## src/sv/bqc_pkg.sv

```systemverilog
// ----------------------------------------------------------------------------
// bqc_pkg
// Types, constants and fixed-point helpers for the cascaded biquad filter.
// ----------------------------------------------------------------------------
package bqc_pkg;

  localparam int SMP_W            = 24;
  localparam int COEF_W           = 32;
  localparam int GAIN_W           = 32;
  localparam int ACT_W            = 4;
  localparam int FUNC_W           = 2;
  localparam int CIDX_W           = 5;
  localparam int HIST_W           = 40;
  localparam int ACC_W            = 48;
  localparam int CFG_IDX_W        = 1;
  localparam int CFG_DATA_W       = 32;
  localparam int TERMS            = 4;
  localparam int QUEUE_DEPTH      = 2;
  localparam int MAX_SECTIONS_DEF = 8;

  localparam int MUL_B_W   = 21;
  localparam int HALF_SH   = 20;
  localparam int COEF_FRAC = 27;
  localparam int COEF_RND  = 1 << (COEF_FRAC - 1);
  localparam int GAIN_SH   = 16;
  localparam int GAIN_RND  = 1 << (GAIN_SH - 1);
  localparam int OUT_SH    = 8;
  localparam int OUT_RND   = 1 << (OUT_SH - 1);

  localparam logic [GAIN_W-1:0] GAIN_RST = 32'h0100_0000;
  localparam logic [ACT_W-1:0]  ACT_RST  = '0;

  localparam logic [FUNC_W-1:0] FUNC_FILTER = 2'd0;
  localparam logic [FUNC_W-1:0] FUNC_CLEAR  = 2'd1;
  localparam logic [FUNC_W-1:0] FUNC_COEF   = 2'd2;

  localparam logic [CFG_IDX_W-1:0] REG_GAIN   = 1'd0;
  localparam logic [CFG_IDX_W-1:0] REG_ACTIVE = 1'd1;

  localparam logic [1:0] TERM_A1 = 2'd0;
  localparam logic [1:0] TERM_A2 = 2'd1;
  localparam logic [1:0] TERM_B1 = 2'd2;
  localparam logic [1:0] TERM_B2 = 2'd3;

  typedef enum logic [1:0] {
    CMD_FILTER,
    CMD_CLEAR,
    CMD_COEF
  } cmd_kind_t;

  typedef struct packed {
    logic [FUNC_W-1:0]        func;
    logic signed [SMP_W-1:0]  sample_in;
    logic [CIDX_W-1:0]        coef_index;
    logic signed [COEF_W-1:0] coef_value;
  } in_item_t;

  typedef struct packed {
    logic signed [SMP_W-1:0] sample_out;
    logic                    saturated;
  } out_item_t;

  typedef struct packed {
    cmd_kind_t                kind;
    logic signed [SMP_W-1:0]  sample;
    logic [CIDX_W-1:0]        coef_addr;
    logic signed [COEF_W-1:0] coef_value;
  } cmd_t;

  typedef struct packed {
    logic signed [GAIN_W-1:0] gain;
    logic [ACT_W-1:0]         active;
  } cfg_t;

  function automatic logic signed [HIST_W-1:0] sat_hist(input logic signed [ACC_W-1:0] x);
    logic all_ones;
    logic all_zeros;
    all_ones  = &x[ACC_W-1:HIST_W-1];
    all_zeros = ~(|x[ACC_W-1:HIST_W-1]);
    if (all_ones || all_zeros) begin
      sat_hist = x[HIST_W-1:0];
    end else if (x[ACC_W-1]) begin
      sat_hist = {1'b1, {(HIST_W-1){1'b0}}};
    end else begin
      sat_hist = {1'b0, {(HIST_W-1){1'b1}}};
    end
  endfunction

  function automatic out_item_t round_out(input logic signed [HIST_W-1:0] y);
    logic signed [HIST_W:0]        r;
    logic signed [HIST_W-OUT_SH:0] q;
    logic                          all_ones;
    logic                          all_zeros;
    out_item_t                     o;
    r         = (HIST_W+1)'(y) + (HIST_W+1)'(OUT_RND);
    q         = r[HIST_W:OUT_SH];
    all_ones  = &q[HIST_W-OUT_SH:SMP_W-1];
    all_zeros = ~(|q[HIST_W-OUT_SH:SMP_W-1]);
    if (all_ones || all_zeros) begin
      o.sample_out = q[SMP_W-1:0];
      o.saturated  = 1'b0;
    end else if (q[HIST_W-OUT_SH]) begin
      o.sample_out = {1'b1, {(SMP_W-1){1'b0}}};
      o.saturated  = 1'b1;
    end else begin
      o.sample_out = {1'b0, {(SMP_W-1){1'b1}}};
      o.saturated  = 1'b1;
    end
    round_out = o;
  endfunction

endpackage

```

## src/sv/bqc_queue.sv

```systemverilog
// ----------------------------------------------------------------------------
// bqc_queue
// Short command queue between the input side and the filter engine.
// ----------------------------------------------------------------------------
module bqc_queue (
  input  logic          clk,
  input  logic          rst_n,
  input  logic          push,
  input  bqc_pkg::cmd_t push_cmd,
  output logic          full,
  output logic          valid,
  input  logic          pop,
  output bqc_pkg::cmd_t head
);
  import bqc_pkg::*;

  localparam int QAW = (QUEUE_DEPTH > 1) ? $clog2(QUEUE_DEPTH) : 1;

  cmd_t           mem_r [QUEUE_DEPTH];
  logic [QAW-1:0] wr_ptr_r;
  logic [QAW-1:0] rd_ptr_r;
  logic [QAW:0]   count_r;
  logic [QAW:0]   count_nxt;

  assign full  = (count_r == (QAW+1)'(QUEUE_DEPTH));
  assign valid = (count_r != '0);
  assign head  = mem_r[rd_ptr_r];

  always_comb begin
    count_nxt = count_r;
    if (push && !pop) begin
      count_nxt = count_r + 1'b1;
    end else if (pop && !push) begin
      count_nxt = count_r - 1'b1;
    end
  end

  always_ff @(posedge clk) begin
    if (!rst_n) begin
      wr_ptr_r <= '0;
      rd_ptr_r <= '0;
      count_r  <= '0;
    end else begin
      count_r <= count_nxt;
      if (push) begin
        wr_ptr_r <= wr_ptr_r + 1'b1;
      end
      if (pop) begin
        rd_ptr_r <= rd_ptr_r + 1'b1;
      end
    end
  end

  always_ff @(posedge clk) begin
    if (push) begin
      mem_r[wr_ptr_r] <= push_cmd;
    end
  end

endmodule

```

## config.mk

```make
export PLATFORM = sky130hd
export DESIGN_NAME = bqc_queue
export DESIGN_NICKNAME = d
export VERILOG_FILES = /design/src/sv/bqc_pkg.sv /design/src/sv/bqc_queue.sv
export SDC_FILE = /design/constraint.sdc
export NUM_CORES = 1
export LEC_CHECK = 0
export BUFFER_PORTS_ARGS = -buffer_cell sky130_fd_sc_hd__buf_2
export CAP_MARGIN = 20
export CORE_MARGIN = 2
export CORE_UTILIZATION = 56
export CTS_CLUSTER_SIZE = 20
export DETAILED_ROUTE_END_ITERATION = 10
export GPL_TIMING_DRIVEN = 0
export PLACE_DENSITY_LB_ADDON = 0.15
export SYNTH_ARGS = -nofsm -noshare
export SYNTH_HDL_FRONTEND = slang
export SYNTH_SLANG_ARGS = --single-unit
```

## constraint.sdc

```tcl
create_clock -name clk -period 8.2 [get_ports clk]
set_input_delay 0.82 -clock clk [delete_from_list [all_inputs] [get_ports clk]]
set_output_delay 0.82 -clock clk [all_outputs]
set_load 0.01 [all_outputs]
```

==> impl_metrics.toml <==
[timing]
fin_crit_sh_pct = 30.6
tightest_slew_ns = 0.861
slew_headroom_pct = 42.6
fmax_ghz = 0.399
skew_ns = 0.0103
tns_ns = 0
drv_slew = 0
setup_ws_ns = 5.69
rsz0062_at_grt = "no"
fin_crit_ns = 2.51
hold_viol = 0
setup_viol = 0

[power_and_ir_drop]
power.density_mw_per_mm2 = 266
report.power.total_mw = 1.65
leakagePower_nw = 2.37
peakVddDrop_mv = 0.155

[finish]
drive_gt1_share_pct = 62.1
syn_to_final_growth_pct = 29.4
multi_input_area_um2 = 837
antennaDiodeCount = 0
postLayoutCellArea_mm2 = 0.00620
nFillCells = 513
layout.nets = 438
final_cells = 488
seqCellArea_mm2 = 0.00388

[global_routing]
grt_pass1_vias = 2463
grt.overflow.total = 0
antenna_found_initial = 0
grt_pass1_wl_um = 11900
grt_max_degree = 64
track_usage_pct = 17.9

[logic_synthesis]
synth_top_family_by_area = "multiplexers"
syn_area_mm2 = 0.00479
synth_area_per_cell_um2 = 22.0
synthXorXnorAreaFrac_pct = 0.549
synth_warnings = 0
synth_nets = 286
synthSimpleGateAreaFrac_pct = 1.23
synth-compound-area-share_pct = 0.418
syn_inst = 218
synthAdderAreaFrac_pct = 0.261
synth.distinct_cells = 17
synth-seq-area-share_pct = 81.1
synthMuxAreaShare_pct = 14.8
yosys_register_bits = 131

[detailed_routing]
vias = 2435
drtPass1Iterations = 4
drt_iter0_drc = 126
route.detailed.drc = 0
antenna_left = 0
drt_wl_total_um = 8120
wl_per_cell_um = 16.6
drt-vias-per-instance = 4.99

[setup_path]
cp.required_ns = 7.38
path_depth = 4
path_buf_inv = 3
r2r_cells = 1
cp-end-kind = "output pin"
arrival_ns = 1.69
crit_fanout = 10
slowest_stage = "mux2_2"
crit_family = "buffers and inverters"
slowest_delay_ns = 0.35
crit_type = "flip-flop to output pin"
critPathLaunchType = "flip-flop"
cp_cell_sequence = "buf_4 -> buf_6 -> mux2_2 -> buf_2"

[clock_network]
htreeDepth = 4
postCtsSetupBuffers = 0
numCtsBuffers = 17
clkTransAtPathRegs_ns = 0.06
cts_root_buffer = "clkbuf_8"
clk_path_buf_depth = 2
cts_resized = 0
clock_sinks = 131
cts_tree = "done"
cts_hold_buf = 0
clock_latency_ns = 0.50

[floorplanning]
die_h_um = 96.5
rows = 33
initial_core_util_pct = 58.0
ioPinCount = 132
core_area_mm2 = 0.00826
dieWidth_um = 96.5
dieArea_mm2 = 0.00931

[place]
place_ws_ns = 6.02
hpwlAfterDp_um = 5370
port_buffers = 131
placement.cell_area_mm2 = 0.00563
dp_cells = 456
gp_congestion = 0.677

[min_path]
hold_path_depth = 1
hold_class = "input port to flip-flop"

[flow_run]
drv_cap = 0

[run_status]
outcome = "complete, no violations"
## metal layers
| layer | wire length, µm | track usage (%) | share of wire (%) | vias to the layer above |
|---|---|---|---|---|
| li1 | - | - | - | 1170 |
| met1 | 3230 | 20.8 | 40 | 1171 |
| met2 | 4140 | 29.1 | 51 | 83 |
| met3 | 640 | 7.84 | 7.9 | 11 |
| met4 | 104 | 7.39 | 1.3 | 0 |
| met5 | 0 | 0 | 0 | - |
## state kept, by name, summed over array words and instances, names as in the netlist, named ones only
register / cells
count_r: 2
wr_ptr_r: 1
rd_ptr_r: 1
mem_r: 126
## power breakdown
group          internal (mW)  switching, mW
clock network          0.433          0.276
logic                 0.0794         0.0781
registers              0.773        0.00862
total                   1.29          0.362
## cell usage after synthesis
cell	instances	share of area (%)
edfxtp_1	126	79
mux2_2	63	15
buf_6	6	1.4
dfxtp_1	5	2.1
and2_1	4	0.52
nor2b_1	2	0.26
xor2_1	2	0.37
a21boi_1	1	0.16
and2b_2	1	0.18
buf_4	1	0.16
ha_1	1	0.26
inv_1	1	0.078
o21a_1	1	0.16
o21ai_0	1	0.10
or2_2	1	0.13
or3_1	1	0.13
xnor2_1	1	0.18
## cell usage in the layout (no fill, tap or decap), types with 2 or more instances in the layout
| cell | instances |
|---|---|
| buf_2 | 131 |
| edfxtp_1 | 126 |
| mux2_2 | 63 |
| clkbuf_16 | 16 |
| buf_6 | 6 |
| dfxtp_1 | 5 |
| clkinvlp_4 | 4 |
| and2_1 | 3 |
| inv_6 | 3 |
| clkinv_4 | 3 |
| xor2_1 | 2 |
| clkinv_2 | 2 |
| bufinv_16 | 2 |
| buf_12 | 2 |
## final timing paths
kind                 from           end  slack [ns]
max             flip-flop       head[3]        5.69
min reg2reg    count_r[1]    count_r[1]        0.50
min          push_cmd[53]  mem_r[0][53]        0.50
max reg2reg      wr_ptr_r   mem_r[1][3]        6.66
## through the flow
stage	util, %	hold slack (ns)
2_1_floorplan	-	0.461
3_3_place_gp	67.5	0.475
3_5_place_dp	68.1	0.490
4_1_cts	75.0	0.480
5_1_grt	75.0	0.474
6_report	75.0	0.501
## logic make-up (layout without fill, tap and decap cells)
group / Yosys count / in the layout
compound gates: 3 / 3
xor+xnor: 3 / 3
fa+ha+maj: 1 / 1
buf+inv: 8 / 173
flops: 131 / 131
mux: 63 / 63
simple gates: 9 / 9
## cell type report
cell class              count  area share, %
clock buffers              17           6.68
multi-input cells          79           13.5
flip-flops and latches    131           62.7
plain buffers               7           1.21
inverters                   1         0.0606
repair buffers            133           11.2
clock inverters            15           2.52
well taps                 105           2.12
No activity file was read; power rests on OpenSTA's default activity.
